[config.mk]
export PLATFORM = sky130hd
export DESIGN_NAME = spe_front
export DESIGN_NICKNAME = d
export VERILOG_FILES = /design/src/design/spe_pkg.sv /design/src/design/spe_front.sv
export SDC_FILE = /design/constraint.sdc
export NUM_CORES = 1
export LEC_CHECK = 0
export ABC_CLOCK_PERIOD_IN_PS = 31100
export CORE_MARGIN = 3
export CORE_UTILIZATION = 35
export DETAILED_ROUTE_END_ITERATION = 10
export DONT_BUFFER_PORTS = 1
export GPL_TIMING_DRIVEN = 0
export PLACE_DENSITY = 0.6
export SLEW_MARGIN = 10
export SYNTH_ARGS = -nofsm -noshare
export SYNTH_HDL_FRONTEND = slang
export SYNTH_SLANG_ARGS = --single-unit
[constraint.sdc]
create_clock -name clk -period 31.1 [get_ports clk]
set_input_delay 6.22 -clock clk [delete_from_list [all_inputs] [get_ports clk]]
set_output_delay 6.22 -clock clk [all_outputs]
set_load 0.05 [all_outputs]
[src/design/spe_pkg.sv]
// shared types, constants and the edge-test step table for the sphere/face rejection block
package spe_pkg;

  localparam int COORD_WIDTH_DEF      = 24;
  localparam int NORMAL_FRAC_BITS_DEF = 14;
  localparam int RADIUS_W             = 23;
  localparam int CFG_IDX_W            = 2;
  localparam int OUT_TDATA_W          = 8;
  localparam int MUL_DIGIT_W          = 12;
  localparam int JOBQ_DEPTH           = 2;
  localparam int STEP_W               = 4;

  typedef enum logic [CFG_IDX_W-1:0] {
    CFG_CENTER_X = 2'd0,
    CFG_CENTER_Y = 2'd1,
    CFG_CENTER_Z = 2'd2,
    CFG_RADIUS   = 2'd3
  } cfg_idx_t;

  // operand selects of the shared multiplier
  typedef enum logic [3:0] {
    SEL_EX  = 4'd0,
    SEL_EY  = 4'd1,
    SEL_EZ  = 4'd2,
    SEL_NX  = 4'd3,
    SEL_NY  = 4'd4,
    SEL_NZ  = 4'd5,
    SEL_WX  = 4'd6,
    SEL_WY  = 4'd7,
    SEL_WZ  = 4'd8,
    SEL_CX  = 4'd9,
    SEL_CY  = 4'd10,
    SEL_CZ  = 4'd11,
    SEL_D   = 4'd12,
    SEL_R   = 4'd13,
    SEL_R2  = 4'd14,
    SEL_NSQ = 4'd15
  } opnd_sel_t;

  typedef enum logic [2:0] {
    DST_CX  = 3'd0,
    DST_CY  = 3'd1,
    DST_CZ  = 3'd2,
    DST_D   = 3'd3,
    DST_D2  = 3'd4,
    DST_NSQ = 3'd5,
    DST_R2  = 3'd6,
    DST_RHS = 3'd7
  } dst_sel_t;

  typedef enum logic [1:0] {
    MODE_LOAD = 2'd0,
    MODE_ADD  = 2'd1,
    MODE_SUB  = 2'd2
  } acc_mode_t;

  typedef struct packed {
    opnd_sel_t a;
    opnd_sel_t b;
    dst_sel_t  dst;
    acc_mode_t mode;
  } step_t;

  typedef struct packed {
    logic start;   // first edge of a face: clear the reject flag
    logic report;  // closing edge: deliver the face result
  } job_flags_t;

  localparam logic [STEP_W-1:0] STEP_SQUARE_D = 4'd9;
  localparam logic [STEP_W-1:0] STEP_LAST     = 4'd14;

  // edge vector, face normal, center offset and flags, per job
  function automatic int job_width(input int cw, input int nw);
    return 6 * (cw + 1) + 3 * nw + $bits(job_flags_t);
  endfunction

  // cross product, dot product, then the squared-distance compare
  function automatic step_t step_decode(input logic [STEP_W-1:0] step);
    step_t s;
    case (step)
      4'd0:    s = '{SEL_EY, SEL_NZ, DST_CX, MODE_LOAD};
      4'd1:    s = '{SEL_EZ, SEL_NY, DST_CX, MODE_SUB};
      4'd2:    s = '{SEL_EZ, SEL_NX, DST_CY, MODE_LOAD};
      4'd3:    s = '{SEL_EX, SEL_NZ, DST_CY, MODE_SUB};
      4'd4:    s = '{SEL_EX, SEL_NY, DST_CZ, MODE_LOAD};
      4'd5:    s = '{SEL_EY, SEL_NX, DST_CZ, MODE_SUB};
      4'd6:    s = '{SEL_CX, SEL_WX, DST_D, MODE_LOAD};
      4'd7:    s = '{SEL_CY, SEL_WY, DST_D, MODE_ADD};
      4'd8:    s = '{SEL_CZ, SEL_WZ, DST_D, MODE_ADD};
      4'd9:    s = '{SEL_D, SEL_D, DST_D2, MODE_LOAD};
      4'd10:   s = '{SEL_CX, SEL_CX, DST_NSQ, MODE_LOAD};
      4'd11:   s = '{SEL_CY, SEL_CY, DST_NSQ, MODE_ADD};
      4'd12:   s = '{SEL_CZ, SEL_CZ, DST_NSQ, MODE_ADD};
      4'd13:   s = '{SEL_R, SEL_R, DST_R2, MODE_LOAD};
      4'd14:   s = '{SEL_R2, SEL_NSQ, DST_RHS, MODE_LOAD};
      default: s = '{SEL_EX, SEL_EX, DST_CX, MODE_LOAD};
    endcase
    return s;
  endfunction

endpackage

[src/design/spe_front.sv]
// vertex intake: tracks face start, first and previous vertex, emits edge jobs
module spe_front #(
  parameter int CW    = spe_pkg::COORD_WIDTH_DEF,
  parameter int NW    = spe_pkg::NORMAL_FRAC_BITS_DEF + 2,
  parameter int JOB_W = spe_pkg::job_width(spe_pkg::COORD_WIDTH_DEF,
                                           spe_pkg::NORMAL_FRAC_BITS_DEF + 2)
) (
  input  logic                 clk,
  input  logic                 rst_n,
  input  logic                 in_valid,
  output logic                 in_ready,
  input  logic signed [CW-1:0] vertex_x,
  input  logic signed [CW-1:0] vertex_y,
  input  logic signed [CW-1:0] vertex_z,
  input  logic signed [NW-1:0] normal_x,
  input  logic signed [NW-1:0] normal_y,
  input  logic signed [NW-1:0] normal_z,
  input  logic                 last_vertex,
  input  logic signed [CW-1:0] center_x,
  input  logic signed [CW-1:0] center_y,
  input  logic signed [CW-1:0] center_z,
  output logic                 push_valid,
  input  logic                 push_ready,
  output logic [JOB_W-1:0]     job
);
  import spe_pkg::*;

  localparam int EW = CW + 1;

  logic                 inside_r, fresh_r, need_edge_r, need_close_r;
  logic signed [CW-1:0] prev_x_r, prev_y_r, prev_z_r;
  logic signed [CW-1:0] first_x_r, first_y_r, first_z_r;
  logic signed [CW-1:0] ep_x_r, ep_y_r, ep_z_r;
  logic signed [CW-1:0] v_x_r, v_y_r, v_z_r;
  logic signed [CW-1:0] fp_x_r, fp_y_r, fp_z_r;
  logic signed [NW-1:0] n_x_r, n_y_r, n_z_r;
  logic                 accept, push;
  logic [CW-1:0]        jp_x, jp_y, jp_z, jq_x, jq_y, jq_z;
  logic [EW-1:0]        e_x, e_y, e_z, w_x, w_y, w_z;
  job_flags_t           flags;

  assign in_ready   = !(need_edge_r || need_close_r);
  assign accept     = in_valid && in_ready;
  assign push_valid = need_edge_r || need_close_r;
  assign push       = push_valid && push_ready;

  always_ff @(posedge clk) begin
    if (!rst_n) begin
      inside_r     <= 1'b0;
      fresh_r      <= 1'b0;
      need_edge_r  <= 1'b0;
      need_close_r <= 1'b0;
    end else if (accept) begin
      if (!inside_r) begin
        fresh_r <= 1'b1;
      end
      inside_r     <= !last_vertex;
      need_edge_r  <= inside_r;
      need_close_r <= last_vertex;
    end else if (push) begin
      fresh_r <= 1'b0;
      if (need_edge_r) begin
        need_edge_r <= 1'b0;
      end else begin
        need_close_r <= 1'b0;
      end
    end
  end

  always_ff @(posedge clk) begin
    if (accept) begin
      ep_x_r   <= prev_x_r;
      ep_y_r   <= prev_y_r;
      ep_z_r   <= prev_z_r;
      v_x_r    <= vertex_x;
      v_y_r    <= vertex_y;
      v_z_r    <= vertex_z;
      n_x_r    <= normal_x;
      n_y_r    <= normal_y;
      n_z_r    <= normal_z;
      prev_x_r <= vertex_x;
      prev_y_r <= vertex_y;
      prev_z_r <= vertex_z;
      if (inside_r) begin
        fp_x_r <= first_x_r;
        fp_y_r <= first_y_r;
        fp_z_r <= first_z_r;
      end else begin
        fp_x_r    <= vertex_x;
        fp_y_r    <= vertex_y;
        fp_z_r    <= vertex_z;
        first_x_r <= vertex_x;
        first_y_r <= vertex_y;
        first_z_r <= vertex_z;
      end
    end
  end

  // open edge (previous, current) first, then the closing edge (current, first)
  always_comb begin
    if (need_edge_r) begin
      jp_x = ep_x_r;  jp_y = ep_y_r;  jp_z = ep_z_r;
      jq_x = v_x_r;   jq_y = v_y_r;   jq_z = v_z_r;
    end else begin
      jp_x = v_x_r;   jp_y = v_y_r;   jp_z = v_z_r;
      jq_x = fp_x_r;  jq_y = fp_y_r;  jq_z = fp_z_r;
    end
    e_x = {jp_x[CW-1], jp_x} - {jq_x[CW-1], jq_x};
    e_y = {jp_y[CW-1], jp_y} - {jq_y[CW-1], jq_y};
    e_z = {jp_z[CW-1], jp_z} - {jq_z[CW-1], jq_z};
    w_x = {center_x[CW-1], center_x} - {jq_x[CW-1], jq_x};
    w_y = {center_y[CW-1], center_y} - {jq_y[CW-1], jq_y};
    w_z = {center_z[CW-1], center_z} - {jq_z[CW-1], jq_z};
    flags.start  = fresh_r;
    flags.report = !need_edge_r;
    job = {flags, w_z, w_y, w_x, n_z_r, n_y_r, n_x_r, e_z, e_y, e_x};
  end

endmodule

==> results.md <==
- Cell area power density: 72.6 mW/mm^2
- Post-CTS setup buffers: 0
- Drt wl/cell: 22.0 um
- Switch share: between 40% and 50%
- Yosys cell types: 73
- Crit end category: output port
- Post-route ant nets: 0
- # setup viols final: 0
- Mapped Area: between 0.015 and 0.02 mm^2
- Port bufs: 0
- Post-DP HPWL: 35900 um
- Pwr Total: 1.35 mW
- Fill count: around 4400
- Worst endpoint data arrival time: 9460 ps
- Pre-CTS WS: around 15000 ps
- Starting density of the core: 35.5%
- Internal power: between 0.7 and 0.8 mW
- Core area: between 0.04 and 0.05 mm^2
- CTS tree: built
- Routed Wire Length: 45900 um
- Ys flop type: edfxtp_1
- IO Pins: 399
- Hold Violations, Final: 0
- Slew @ Worst Pin: between 1000 and 1500 ps
- RSZ-0062 raised after global routing: no
- Status: finished clean
- Net Sw Power: 0.597 mW
- Vias in the first global route: 11354
- FMAX: 0.0638 GHz
- Avg Inst Size Synth: 11.8 um^2
- Num CTS Buffers: 31
- Via density: 5.49
- Final Max Tran Viols: 0
- Clk_skew: 22.0 ps
- Vias: 11432
- Row cnt: between 70 and 80
- Clock Latency Late Sink: roughly 580 ps
- Syn Nets: 1762
- Hold WC Path Type: reg2reg
- CTS Sinks: 268
- Placed cells: between 2000 and 2500
- Gr ovfl total: 0
- Root Driver: clkbuf_16
- Peak fanout along the critical path: 3
- Antenna violations before repair: 10
- Synthesized flop and latch total: 268
- Mapped Cells: between 1000 and 1500
- Clock buffer depth: 3
- Post-synthesis async set-or-reset flop share: 0%
- Hold Buf Count CTS: 0
- Crit start category: primary input
- DRT iter0 DRCs: 713
- Max-cap viol count: 0
- Comb power frac: 40.2%
- Sequential cell fraction of total power: 33.7%
- DRC viols: 0
- Req. time, crit path: 24880 ps
- Layout cells sized above 1: a little over a tenth
- Fin worst setup slack: around 15000 ps
- Fin nets: 1802
- Die X: approximately 220 um
- Total negative slack: 0 ps
- P_leak: 7.10 nW
- CTS resizes: 0
- Post-synth EDFFs: 264
- H-tree depth: 1
- GPL Wtd Cong: 0.922
- Minimum clock period: 15680 ps
- Layout area overhead: 12.1%
- First-pass GRT wire length: slightly below 70000 um
- VDD IR-drop max: 0.0634 mV
- TritonRoute pass-1 iters: 6
- WS Path Type: in2out
- YS warnings: 0
- Rel. slew slack: 11.3%
- CTS clk-pin slew, worst paths: roughly 60 ps
- Die height: 224 um
- Largest net degree at the start of global routing: slightly below 60
- Total track usage: 17.5%
- Die ar.: 0.0500 mm^2
- Non-Filler Instances: 2083
- Final Cycle Share: just over 50%
- Post-synthesis sequential area ratio: 48.3%
- Clock share of power: between 20% and 30%
## cell families after synthesis
kind of cell	after synthesis	share of synthesized area (%)
compound gates	363	14.4
simple gates	277	8.03
flops	268	48.3
fa+ha+maj	156	12.0
mux	144	9.21
xor+xnor	113	5.97
buf+inv	88	2.02
## stage by stage
stage               hold slack (ps)  cell area [um^2]  util, %
floorplan                       443             16600        -
finish                          456             18600     39.8
global placement                449             17300     37.2
global route                    484             18600     39.8
detailed placement              459             17600     37.7
CTS                             460             18600     39.8
## cell usage in the layout, fill, tap and decap left out, drive strengths merged, types with 18 or more instances in the layout
| cell | count |
|---|---|
| o21a | 25 |
| nor2 | 95 |
| nor3 | 18 |
| nand3 | 18 |
| ha | 150 |
| a21o | 63 |
| buf | 19 |
| xor2 | 30 |
| mux2 | 69 |
| mux2i | 75 |
| o21ai | 58 |
| inv | 63 |
| xnor2 | 83 |
| nor2b | 19 |
| clkbuf | 51 |
| edfxtp | 264 |
| nand2 | 62 |
| a21oi | 104 |
## flip-flops by register name, indices dropped and copies added, names as in the netlist, 16 cells and up
signal and cells:
fp_y_r 24, v_y_r 24, n_x_r 16, fp_z_r 24, n_z_r 16, v_z_r 24, n_y_r 16, fp_x_r 24
ep_y_r 24, v_x_r 24, ep_x_r 24, ep_z_r 24
## final timing paths
path / from / endpoint / slack (ps) / cells after the start
max: center_y[0] / job[168] / 15420 / 11
min: v_y_r[18] / ep_y_r[18] / 460 / 0
max reg2reg: need_edge_r / fp_z_r[6] / 27360 / 8
min reg2reg: v_y_r[18] / ep_y_r[18] / 460 / 0
## Yosys cell counts, drive strengths merged, types with 5 or more instances
cell type	instances	area share (%)
a21oi	104	3.2
a31oi	15	0.57
xor2	30	1.6
nand2b	13	0.49
mux2	69	4.7
ha	150	11
o21bai	14	0.66
a21boi	10	0.45
buf	12	0.30
clkbuf	17	0.38
o41ai	5	0.26
nor2b	19	0.76
nor3	18	0.54
nand3	18	0.54
nand2	62	1.4
nand4	11	0.42
o21ai	58	1.8
edfxtp	264	48
o211ai	11	0.50
a21o	63	2.9
inv	59	1.3
a211oi	11	0.50
fa	6	0.72
mux2i	75	4.5
nor2	95	2.2
o21a	25	1.1
xnor2	83	4.4
and3	15	0.57
a211o	7	0.37
## power groups by stage
stage | registers (mW) | clock network [mW] | logic, mW
2_1_floorplan | 0.465 | 0 | 0.456
3_3_place_gp | 0.472 | 0 | 0.528
3_5_place_dp | 0.463 | 0 | 0.541
4_1_cts | 0.456 | 0.364 | 0.543
5_1_grt | 0.458 | 0.379 | 0.574
6_report | 0.456 | 0.352 | 0.542
## critical path, stage by stage
cell      delay, ps
inv_1            20
ha_1            220
fa_1            430
and3b_1         280
o21ai_1          90
a211oi_1        450
o41ai_1         170
a21oi_1         310
a31oi_1         230
o21ai_1         220
xor2_1          800
## metal layers
metal	track usage, %	share of wire [%]
met2	29.5	48
met3	6.22	8.7
met4	6.38	3.5
met5	0	0.22
met1	20.6	40
## cell type report
| type | count | area, um^2 | area share [%] |
|---|---|---|---|
| Sequential cell | 268 | 8010 | 43.1 |
| Multi-Input combinational cell | 1053 | 8330 | 44.8 |
| Clock buffer | 34 | 787 | 4.23 |
| Clock inverter | 24 | 200 | 1.08 |
| Inverter | 59 | 221 | 1.19 |
| Timing Repair Buffer | 7 | 150 | 0.808 |
| Tap cell | 607 | 759 | 4.09 |
| Buffer | 29 | 123 | 0.660 |
| Antenna cell | 2 | 5.00 | 0.0269 |
No activity file was read; power rests on OpenSTA's default activity.
