`config.mk`:
```
export PLATFORM = sky130hd
export DESIGN_NAME = spe_jobq
export DESIGN_NICKNAME = d
export VERILOG_FILES = /design/src/design/spe_pkg.sv /design/src/design/spe_jobq.sv
export SDC_FILE = /design/constraint.sdc
export NUM_CORES = 1
export LEC_CHECK = 0
export BUFFER_PORTS_ARGS = -buffer_cell sky130_fd_sc_hd__buf_2
export CORE_MARGIN = 4
export CORE_UTILIZATION = 52
export CTS_CLUSTER_DIAMETER = 100
export DETAILED_ROUTE_END_ITERATION = 10
export PLACE_DENSITY = 0.79
export SLEW_MARGIN = 20
export SYNTH_ARGS = -nofsm -noshare
export SYNTH_HDL_FRONTEND = slang
export SYNTH_SLANG_ARGS = --single-unit
```
`constraint.sdc`:
```
create_clock -name clk -period 3.25 [get_ports clk]
set_input_delay 0.1625 -clock clk [delete_from_list [all_inputs] [get_ports clk]]
set_output_delay 0.1625 -clock clk [all_outputs]
set_load 0.02 [all_outputs]
```
`src/design/spe_pkg.sv`:
```
// shared types, constants and the edge-test step table for the sphere/face rejection block
package spe_pkg;

  localparam int COORD_WIDTH_DEF      = 24;
  localparam int NORMAL_FRAC_BITS_DEF = 14;
  localparam int RADIUS_W             = 23;
  localparam int CFG_IDX_W            = 2;
  localparam int OUT_TDATA_W          = 8;
  localparam int MUL_DIGIT_W          = 12;
  localparam int JOBQ_DEPTH           = 2;
  localparam int STEP_W               = 4;

  typedef enum logic [CFG_IDX_W-1:0] {
    CFG_CENTER_X = 2'd0,
    CFG_CENTER_Y = 2'd1,
    CFG_CENTER_Z = 2'd2,
    CFG_RADIUS   = 2'd3
  } cfg_idx_t;

  // operand selects of the shared multiplier
  typedef enum logic [3:0] {
    SEL_EX  = 4'd0,
    SEL_EY  = 4'd1,
    SEL_EZ  = 4'd2,
    SEL_NX  = 4'd3,
    SEL_NY  = 4'd4,
    SEL_NZ  = 4'd5,
    SEL_WX  = 4'd6,
    SEL_WY  = 4'd7,
    SEL_WZ  = 4'd8,
    SEL_CX  = 4'd9,
    SEL_CY  = 4'd10,
    SEL_CZ  = 4'd11,
    SEL_D   = 4'd12,
    SEL_R   = 4'd13,
    SEL_R2  = 4'd14,
    SEL_NSQ = 4'd15
  } opnd_sel_t;

  typedef enum logic [2:0] {
    DST_CX  = 3'd0,
    DST_CY  = 3'd1,
    DST_CZ  = 3'd2,
    DST_D   = 3'd3,
    DST_D2  = 3'd4,
    DST_NSQ = 3'd5,
    DST_R2  = 3'd6,
    DST_RHS = 3'd7
  } dst_sel_t;

  typedef enum logic [1:0] {
    MODE_LOAD = 2'd0,
    MODE_ADD  = 2'd1,
    MODE_SUB  = 2'd2
  } acc_mode_t;

  typedef struct packed {
    opnd_sel_t a;
    opnd_sel_t b;
    dst_sel_t  dst;
    acc_mode_t mode;
  } step_t;

  typedef struct packed {
    logic start;   // first edge of a face: clear the reject flag
    logic report;  // closing edge: deliver the face result
  } job_flags_t;

  localparam logic [STEP_W-1:0] STEP_SQUARE_D = 4'd9;
  localparam logic [STEP_W-1:0] STEP_LAST     = 4'd14;

  // edge vector, face normal, center offset and flags, per job
  function automatic int job_width(input int cw, input int nw);
    return 6 * (cw + 1) + 3 * nw + $bits(job_flags_t);
  endfunction

  // cross product, dot product, then the squared-distance compare
  function automatic step_t step_decode(input logic [STEP_W-1:0] step);
    step_t s;
    case (step)
      4'd0:    s = '{SEL_EY, SEL_NZ, DST_CX, MODE_LOAD};
      4'd1:    s = '{SEL_EZ, SEL_NY, DST_CX, MODE_SUB};
      4'd2:    s = '{SEL_EZ, SEL_NX, DST_CY, MODE_LOAD};
      4'd3:    s = '{SEL_EX, SEL_NZ, DST_CY, MODE_SUB};
      4'd4:    s = '{SEL_EX, SEL_NY, DST_CZ, MODE_LOAD};
      4'd5:    s = '{SEL_EY, SEL_NX, DST_CZ, MODE_SUB};
      4'd6:    s = '{SEL_CX, SEL_WX, DST_D, MODE_LOAD};
      4'd7:    s = '{SEL_CY, SEL_WY, DST_D, MODE_ADD};
      4'd8:    s = '{SEL_CZ, SEL_WZ, DST_D, MODE_ADD};
      4'd9:    s = '{SEL_D, SEL_D, DST_D2, MODE_LOAD};
      4'd10:   s = '{SEL_CX, SEL_CX, DST_NSQ, MODE_LOAD};
      4'd11:   s = '{SEL_CY, SEL_CY, DST_NSQ, MODE_ADD};
      4'd12:   s = '{SEL_CZ, SEL_CZ, DST_NSQ, MODE_ADD};
      4'd13:   s = '{SEL_R, SEL_R, DST_R2, MODE_LOAD};
      4'd14:   s = '{SEL_R2, SEL_NSQ, DST_RHS, MODE_LOAD};
      default: s = '{SEL_EX, SEL_EX, DST_CX, MODE_LOAD};
    endcase
    return s;
  endfunction

endpackage

```
`src/design/spe_jobq.sv`:
```
// short job queue between the vertex front end and the edge-test back end
module spe_jobq #(
  parameter int W     = 8,
  parameter int DEPTH = spe_pkg::JOBQ_DEPTH
) (
  input  logic         clk,
  input  logic         rst_n,
  input  logic         wr_en,
  input  logic [W-1:0] wr_data,
  output logic         full,
  input  logic         rd_en,
  output logic [W-1:0] rd_data,
  output logic         empty
);
  import spe_pkg::*;

  localparam int PTR_W = (DEPTH > 1) ? $clog2(DEPTH) : 1;
  localparam int CNT_W = $clog2(DEPTH + 1);

  logic [W-1:0]     mem [DEPTH];
  logic [PTR_W-1:0] wr_ptr_r, rd_ptr_r;
  logic [CNT_W-1:0] count_r;

  function automatic logic [PTR_W-1:0] ptr_inc(input logic [PTR_W-1:0] p);
    return (p == PTR_W'(DEPTH - 1)) ? '0 : p + 1'b1;
  endfunction

  assign full    = (count_r == CNT_W'(DEPTH));
  assign empty   = (count_r == '0);
  assign rd_data = mem[rd_ptr_r];

  always_ff @(posedge clk) begin
    if (wr_en) begin
      mem[wr_ptr_r] <= wr_data;
    end
  end

  always_ff @(posedge clk) begin
    if (!rst_n) begin
      wr_ptr_r <= '0;
      rd_ptr_r <= '0;
      count_r  <= '0;
    end else begin
      if (wr_en) begin
        wr_ptr_r <= ptr_inc(wr_ptr_r);
      end
      if (rd_en) begin
        rd_ptr_r <= ptr_inc(rd_ptr_r);
      end
      if (wr_en && !rd_en) begin
        count_r <= count_r + 1'b1;
      end else if (rd_en && !wr_en) begin
        count_r <= count_r - 1'b1;
      end
    end
  end

  a_no_overflow: assert property (@(posedge clk) disable iff (!rst_n)
    wr_en |-> !full)
    else $error("job queue written while full");

  a_no_underflow: assert property (@(posedge clk) disable iff (!rst_n)
    rd_en |-> !empty)
    else $error("job queue read while empty");

  a_count_bound: assert property (@(posedge clk) disable iff (!rst_n)
    count_r <= CNT_W'(DEPTH))
    else $error("job queue count out of range");

endmodule

```
==> results.yml, run 1 <==
status:
  status: "complete, no violations"
min_path:
  hp-class: "input port to register"
sta:
  clock.fmax_mhz: 654
  finalCritPeriodShare_pct: 47.1
  fin_setup_tns_ns: 0
  tightest_slew_ns: 0.721
  fin_crit_ns: 1.53
  finalSetupViolCount: 0
  rsz0062_at_grt: "no"
  relSlewSlack_pct: 51.8
  timing.final.ws_setup_ns: 1.72
  clock_skew_ns: 0.00160
  hold_ws_ns: 0.0504
  final_hold_viol_count: 0
  finalMaxSlewViolations: 0
route:
  drc: 0
  avgRoutedWirePerCell_um: 13.7
  vias_per_cell: 5.08
  first_pass_iters: 3
  wl_um: 1170
  drt_iter0_markers: 3
  ant_nets: 0
  vias: 437
clock_network:
  cts.sinks: 21
  cts-hold-fix-buffers: 0
  cts_buffer_depth: 2
  cts_tree: "done"
  ctsResizeCount: 0
  cts_htree_levels: 1
  cts_buffers: 3
  clkLatencyLatePin_ns: 0.29
  path_clk_slew_ns: 0.10
  cts_root_buf: "clkbuf_4"
  post_cts_buffers: 0
critical_path:
  start_kind: "register"
  path_class: "register to output pin"
  cp_cell_sequence: "mux2_2 -> buf_2"
  cp-end-kind: "output pin"
  required_ns: 3.09
  cp_slowest_cell: "dfxtp_1"
  critPathMaxStageDelay_ns: 0.53
  arrival_ns: 1.37
  crit_fanout: 8
global_route:
  grt_pass1_vias: 425
  grt_overflow: 0
  grt_pass1_wl_um: 1830
  grt_max_degree: 12
  grt_usage_pct: 12.7
  grt_antenna_before_repair: 0
job:
  max_cap_viol_count: 0
place:
  pre_cts_ws_ns: 1.98
  dp_hpwl_um: 900
  place_congestion: 0.673
  io_buffers: 21
  post_dp_cell_area_um2: 913
synth:
  ys_seq_elements: 21
  syn_nets: 60
  synth_top_area_share_pct: 60.5
  yosys.cell_count.top_type: "edfxtp_1"
  synthArstFlopShare_pct: 0
  synthTopCellsByArea: "edfxtp_1 60%, dfxtp_1 13%, mux2_2 11%"
  ys.flop_type: "edfxtp_1"
  syn_avg_cell_area_um2: 16.9
  synth_enable_flop_cells: 16
  syn_inst: 47
  synthesis.area_um2: 795
  ys_types: 16
  ys_seq_area_share_pct: 73.1
  synth_top_area_cell: "edfxtp_1"
  synth_common_cells: "16 x edfxtp_1, 8 x mux2_2, 5 x dfxtp_1"
  yosys_warnings: 0
die:
  coreArea_um2: 1370
  die_area_um2: 2220
  num_io_pins: 22
  fp.dieH_um: 47.1
  rows: 13
  die_w_um: 47.1
  start_util_pct: 58.2
pwr:
  p_leak_nw: 0.377
  p_per_area_nw_per_um2: 547
  peakVddDrop_uv: 280
layout:
  area_delta_synth_final_pct: 18.3
  nFillCells: 96
  fin_area_um2: 940
  diodes: 0
  nets: 85
  layout-drive-gt1-share_pct: 46.5
[per-stage QoR]
| stage | instances | power (mW) | utilization, % |
|---|---|---|---|
| 6_report | 86 | 0.514 | 68.8 |
| 5_1_grt | 86 | 0.541 | 68.8 |
| 4_1_cts | 86 | 0.519 | 68.8 |
| 3_5_place_dp | 82 | 0.404 | 66.8 |
| 3_3_place_gp | 82 | 0.401 | 66.8 |
| 2_1_floorplan | 47 | 0.376 | - |
[cell usage in the layout, fill, tap and decap left out, drive strengths merged]
master / instances
dfxtp: 5
edfxtp: 16
buf: 21
nor2: 1
mux2: 8
o21a: 1
xor2: 2
xnor2: 1
or3: 1
ha: 1
inv: 1
and2b: 1
clkbuf: 4
nor2b: 2
o21ai: 1
a21boi: 1
and2: 4
[metal layers]
metal / GRT usage (%) / wire length (um) / vias up
li1: - / - / 218
met1: 15.0 / 502 / 205
met2: 19.5 / 597 / 14
met3: 5.36 / 74 / 0
met4: 7.18 / 0 / 0
met5: 0 / 0 / -
[critical path, delay by kind of cell (launching register included)]
family / cells / cell delay (ns)
buffers and inverters: 1 / 0.16
flip-flops: 1 / 0.53
multiplexers: 1 / 0.38
[report_power, final]
group	total [mW]	leakage, nW	switching (mW)	internal (mW)
combinational	0.0789	0.171	0.0419	0.0370
clock	0.117	0.0150	0.0698	0.0477
sequential	0.318	0.192	0.0107	0.307
total	0.514	0.377	0.122	0.392
[state kept, by name, indices dropped and copies added, names as in the netlist, named ones only]
name / count
rd_ptr_r: 1
mem: 16
wr_ptr_r: 1
count_r: 2
[cells by family after synthesis]
family | share of synthesized area [%]
flops | 73.1
xor+xnor | 3.31
compound gates | 2.52
mux | 11.3
fa+ha+maj | 1.57
simple gates | 7.09
buf+inv | 1.10
[cell type report]
cell class | count | area (um^2) | share of cell area [%]
inverters | 1 | 3.75 | 0.399
multi-input cells | 24 | 205 | 21.8
flip-flops and latches | 21 | 581 | 61.8
well taps | 15 | 18.8 | 2.00
clock buffers | 4 | 26.3 | 2.80
repair buffers | 21 | 105 | 11.2
[path summary, 6_finish.rpt]
path / cells past startpoint / to / slack (ns) / start
max reg2reg: 1 / mem[0][0] / 2.00 / wr_ptr_r
min reg2reg: 2 / count_r[1] / 0.52 / count_r[1]
max: 2 / rd_data[2] / 1.72 / register
min: 1 / mem[1][1] / 0.05 / wr_data[1]
(Power assumes the default switching activity.)
==> run 2: changes to the inputs <==
--- a/config.mk
+++ b/config.mk
@@ -7,10 +7,10 @@
 export LEC_CHECK = 0
 export BUFFER_PORTS_ARGS = -buffer_cell sky130_fd_sc_hd__buf_2
 export CORE_MARGIN = 4
-export CORE_UTILIZATION = 52
+export CORE_UTILIZATION = 48
 export CTS_CLUSTER_DIAMETER = 100
 export DETAILED_ROUTE_END_ITERATION = 10
-export PLACE_DENSITY = 0.79
+export PLACE_DENSITY = 0.74
 export SLEW_MARGIN = 20
 export SYNTH_ARGS = -nofsm -noshare
 export SYNTH_HDL_FRONTEND = slang
==> constraint.sdc (replaced) <==
create_clock -name clk -period 1.6 [get_ports clk]
set_input_delay 0.08 -clock clk [delete_from_list [all_inputs] [get_ports clk]]
set_output_delay 0.08 -clock clk [all_outputs]
set_load 0.02 [all_outputs]
==> results.yml, run 2 (synthesis gave the netlist of run 1 again) <==
status:
  status: "complete, no violations"
pwr:
  power.internal_uw: 813
  peakVddDrop_uv: 571
  sw_frac_of_total_pct: 24.0
  p_per_area_nw_per_um2: 1030
  clkPwrFrac_pct: 22.6
  finalPower_mw: 1.07
  p_switching_uw: 257
  power_frac_comb_pct: 17.0
  p_leak_nw: 0.421
  seq_power_share_pct: 60.4
clock_network:
  cts-hold-fix-buffers: 8
  cts.sinks: 21
  cts_buffers: 3
  cts_buffer_depth: 2
  post_cts_buffers: 0
  cts_root_buf: "clkbuf_4"
  clkLatencyLatePin_ns: 0.29
  path_clk_slew_ns: 0.11
  cts_htree_levels: 1
  cts_tree: "done"
  ctsResizeCount: 0
layout:
  diodes: 0
  nFillCells: 118
  area_delta_synth_final_pct: 30.4
  layout-drive-gt1-share_pct: 43.2
  largest_reg_flops: 16
  reg_top3: "mem (16), count_r (2)"
  nets: 95
  final_common_cell: "buf_2"
  regMostFlops: "mem"
  final_cell_mix: "21 x buf_2, 16 x edfxtp_1, 8 x mux2_2, 8 x dlygate4sd3_1, 5 x dfxtp_1"
  fin_util_pct: 67.2
  fin_area_um2: 1040
global_route:
  grt_pass1_wl_um: 2190
  grt_usage_pct: 12.1
  grt_max_degree: 12
  grt_overflow: 0
  grt_pass1_vias: 495
  grt_antenna_before_repair: 0
sta:
  relSlewSlack_pct: 76.1
  finalMaxSlewViolations: 0
  fin_crit_ns: 1.46
  rsz0062_at_grt: "no"
  tightest_slew_ns: 0.358
  clock_skew_ns: 0.00141
  finalSetupViolCount: 0
  clock.fmax_mhz: 686
  fin_setup_tns_ns: 0
  final_hold_viol_count: 0
  finalCritPeriodShare_pct: 91.1
critical_path:
  r2r_start: "count_r[0]"
  cp-end-kind: "output pin"
  rr_endpoint: "count_r[1]"
  path_class: "register to output pin"
  arrival_ns: 1.38
  start_kind: "register"
  reg2reg_depth: 3
  rrSetupSlack_ns: 0.52
  required_ns: 1.52
  crit_fanout: 8
route:
  first_pass_iters: 2
  drc: 0
  vias_per_cell: 4.85
  vias: 470
  drt_iter0_markers: 3
  avgRoutedWirePerCell_um: 13.3
  ant_nets: 0
  wl_um: 1290
min_path:
  hold_start: "rst_n"
  hold_end: "wr_ptr_r"
  min_path_cells: 2
  hp-class: "input port to register"
place:
  io_buffers: 21
  dp_hpwl_um: 940
  post_dp_cell_area_um2: 930
  place_congestion: 0.663
die:
  die_w_um: 48.7
  fp.dieH_um: 48.7
  rows: 14
  coreArea_um2: 1540
  start_util_pct: 51.5
  die_area_um2: 2370
  num_io_pins: 22
job:
  max_cap_viol_count: 0
run 2: cell types whose count changed in the layout (fill, tap and decap cells not counted):
cell           delta
dlygate4sd3_1     +8
buf_4             +2
run 2: power groups by stage:
| stage | Sequential [mW] | Clock, mW | Combinational [mW] |
|---|---|---|---|
| 6_report | 0.646 | 0.241 | 0.182 |
| 2_1_floorplan | 0.647 | 0 | 0.117 |
| 5_1_grt | 0.651 | 0.283 | 0.197 |
| 3_5_place_dp | 0.660 | 0 | 0.169 |
| 4_1_cts | 0.647 | 0.253 | 0.185 |
| 3_3_place_gp | 0.657 | 0 | 0.165 |
run 2: area by class of cell:
class                      count  area, um^2  share of cell area, %
clock buffer                   4        26.3                   2.54
inverter                       1        3.75                  0.362
timing repair buffer          31         200                   19.3
tap                           16        20.0                   1.93
sequential                    21         581                   56.0
multi-input combinational     24         205                   19.8
run 2: worst max-delay path, stage by stage, from the launching register on:
cell and delay (ns):
dfxtp_1 0.55, mux2_2 0.38, buf_2 0.16
run 2: worst max path at each step:
stage	from	to	slack [ns]	depth (start not counted)
floorplan	wr_ptr_r	mem[0][0]	0.50	1
global placement	register	rd_data[6]	0.47	2
detailed placement	wr_en	count_r[1]	0.45	4
CTS	register	rd_data[6]	0.11	2
global route	register	rd_data[4]	0.06	2
finish	register	rd_data[4]	0.14	2
run 2: layer usage:
layer / track usage (%) / routed length (um) / vias up / share of wire, %
met5: 0 / 0 / - / 0
met4: 6.73 / 0 / 0 / 0
li1: - / - / 238 / -
met1: 13.8 / 537 / 221 / 42
met2: 19.3 / 682 / 11 / 53
met3: 4.60 / 71 / 0 / 5.5
run 2: through the flow:
| stage | std cells | hold WS, ns | worst slack [ns] |
|---|---|---|---|
| floorplan | 47 | 0.179 | 0.496 |
| global placement | 85 | 0.269 | 0.467 |
| detailed placement | 85 | 0.273 | 0.445 |
| CTS | 97 | 0.0257 | 0.106 |
| global route | 97 | 0.0205 | 0.0626 |
| finish | 97 | 0.0431 | 0.142 |
==> run 3: changes to the inputs <==
--- a/config.mk
+++ b/config.mk
@@ -7,10 +7,10 @@
 export LEC_CHECK = 0
 export BUFFER_PORTS_ARGS = -buffer_cell sky130_fd_sc_hd__buf_2
 export CORE_MARGIN = 4
-export CORE_UTILIZATION = 48
+export CORE_UTILIZATION = 44
 export CTS_CLUSTER_DIAMETER = 100
 export DETAILED_ROUTE_END_ITERATION = 10
-export PLACE_DENSITY = 0.74
+export PLACE_DENSITY = 0.72
 export SLEW_MARGIN = 20
 export SYNTH_ARGS = -nofsm -noshare
 export SYNTH_HDL_FRONTEND = slang
==> constraint.sdc (replaced) <==
create_clock -name clk -period 1.3 [get_ports clk]
set_input_delay 0.065 -clock clk [delete_from_list [all_inputs] [get_ports clk]]
set_output_delay 0.065 -clock clk [all_outputs]
set_load 0.02 [all_outputs]
==> results.yml, run 3 (synthesis gave the netlist of run 1 again) <==
critical_path:
  critPathMaxStageDelay_ns: 0.45
  reg2reg_depth: 1
  cp_cell_sequence: "mux2_4 -> buf_6"
  path_class: "register to output pin"
  crit_fanout: 8
  r2r_start: "wr_ptr_r"
  start_kind: "register"
  rr_endpoint: "mem[1][6]"
  required_ns: 1.24
  rrSetupSlack_ns: 0.24
  critPathTopFamily: "flip-flops"
  cp-end-kind: "output pin"
  cp_slowest_cell: "dfxtp_4"
  arrival_ns: 1.21
  critPathBufInv: 1
job:
  max_cap_viol_count: 0
sta:
  rsz0062_at_grt: "yes"
  clock_skew_ns: 0.000749
  tightest_slew_ns: 0.398
  clock.fmax_mhz: 786
  finalSetupViolCount: 0
  fin_crit_ns: 1.27
  relSlewSlack_pct: 73.5
  hold_ws_ns: 0.0205
  finalCritPeriodShare_pct: 97.9
  finalMaxSlewViolations: 0
  final_hold_viol_count: 0
clock_network:
  cts_buffers: 3
  clkLatencyLatePin_ns: 0.29
  cts.sinks: 21
  cts_buffer_depth: 2
  path_clk_slew_ns: 0.10
  cts_tree: "done"
  cts_htree_levels: 1
  cts_root_buf: "clkbuf_4"
  post_cts_buffers: 0
route:
  vias: 489
  vias_per_cell: 4.66
  avgRoutedWirePerCell_um: 13.2
  first_pass_iters: 4
  drc: 0
  ant_nets: 0
  wl_um: 1390
  drt_iter0_markers: 3
global_route:
  grt_pass1_vias: 500
  grt_usage_pct: 11.3
  grt_antenna_before_repair: 0
  grt_overflow: 0
  grt_max_degree: 12
  grt_pass1_wl_um: 2060
pwr:
  p_leak_nw: 0.463
  peakVddDrop_uv: 652
  p_per_area_nw_per_um2: 1220
place:
  io_buffers: 21
  dp.cells: 93
  dp_hpwl_um: 847
  place_congestion: 0.617
layout:
  final_common_cell: "edfxtp_1"
  regMostFlops: "mem"
  largest_reg_flops: 16
  layout-drive-gt1-share_pct: 43.8
  diodes: 0
  nets: 94
  final_cells: 105
  reg_top3: "mem (16), count_r (2)"
  final_cell_mix: "16 x edfxtp_1, 13 x buf_2, 8 x mux2_4, 8 x dlygate4sd3_1, 8 x buf_6"
  area_delta_synth_final_pct: 41.4
die:
  start_util_pct: 46.0
  fp.dieH_um: 50.5
  rows: 15
  coreArea_um2: 1730
  die_area_um2: 2550
  die_w_um: 50.5
  num_io_pins: 22
min_path:
  min_path_cells: 2
  hp-class: "input port to register"
  hold_end: "wr_ptr_r"
  hold_start: "rst_n"
status:
  status: "complete, no violations"
-- run 3: cell types whose count changed in the layout (fill, tap and decap cells not counted) --
cell     delta
buf_4       -1
buf_6       +8
mux2_2      -8
dfxtp_4     +1
mux2_4      +8
buf_2       -8
dfxtp_1     -1
-- run 3: repair_timing --
action                     4_1_cts  5_1_grt
gates resized for setup          2       24
hold buffers                     8        0
setup endpoints to repair        8        8
cloned                           0        0
hold endpoints to repair        16        0
-- run 3: routing by layer --
layer | up-vias | global-route usage, % | share of wire, %
met4 | 0 | 6.73 | 0.86
met1 | 236 | 12.2 | 39
li1 | 234 | - | -
met3 | 2 | 2.97 | 5.5
met2 | 17 | 19.6 | 54
met5 | - | 0 | 0
-- run 3: metrics by stage --
step | util, % | power (mW) | area (um^2) | TNS [ns] | setup WS [ns]
floorplan | - | 0.940 | 795 | 0 | 0.196
global placement | 54.1 | 1.01 | 933 | 0 | 0.184
detailed placement | 54.1 | 1.01 | 933 | 0 | 0.180
CTS | 60.4 | 1.32 | 1040 | 0 | 0.00633
global route | 65.1 | 1.43 | 1120 | -0.0656 | -0.0158
finish | 65.1 | 1.37 | 1120 | 0 | 0.0276
-- run 3: worst max path at each step --
stage / start / end / slack (ns) / cells past startpoint
floorplan: wr_ptr_r / mem[0][0] / 0.20 / 1
global route: register / rd_data[2] / -0.02 / 2
detailed placement: register / rd_data[1] / 0.18 / 2
global placement: register / rd_data[0] / 0.18 / 2
CTS: register / rd_data[2] / 0.006 / 2
finish: register / rd_data[2] / 0.03 / 2
-- run 3: layout make-up --
type	instances	area, um^2
Fill cell	136	603
Sequential cell	21	584
Timing Repair Buffer	30	243
Multi-Input combinational cell	24	235
Tap cell	25	31.3
Clock buffer	4	26.3
Inverter	1	3.75
-- run 3: power breakdown --
part / switching [mW] / internal (mW) / total, mW
clock network: 0.174 / 0.119 / 0.293
registers: 0.0335 / 0.769 / 0.802
logic: 0.117 / 0.156 / 0.273
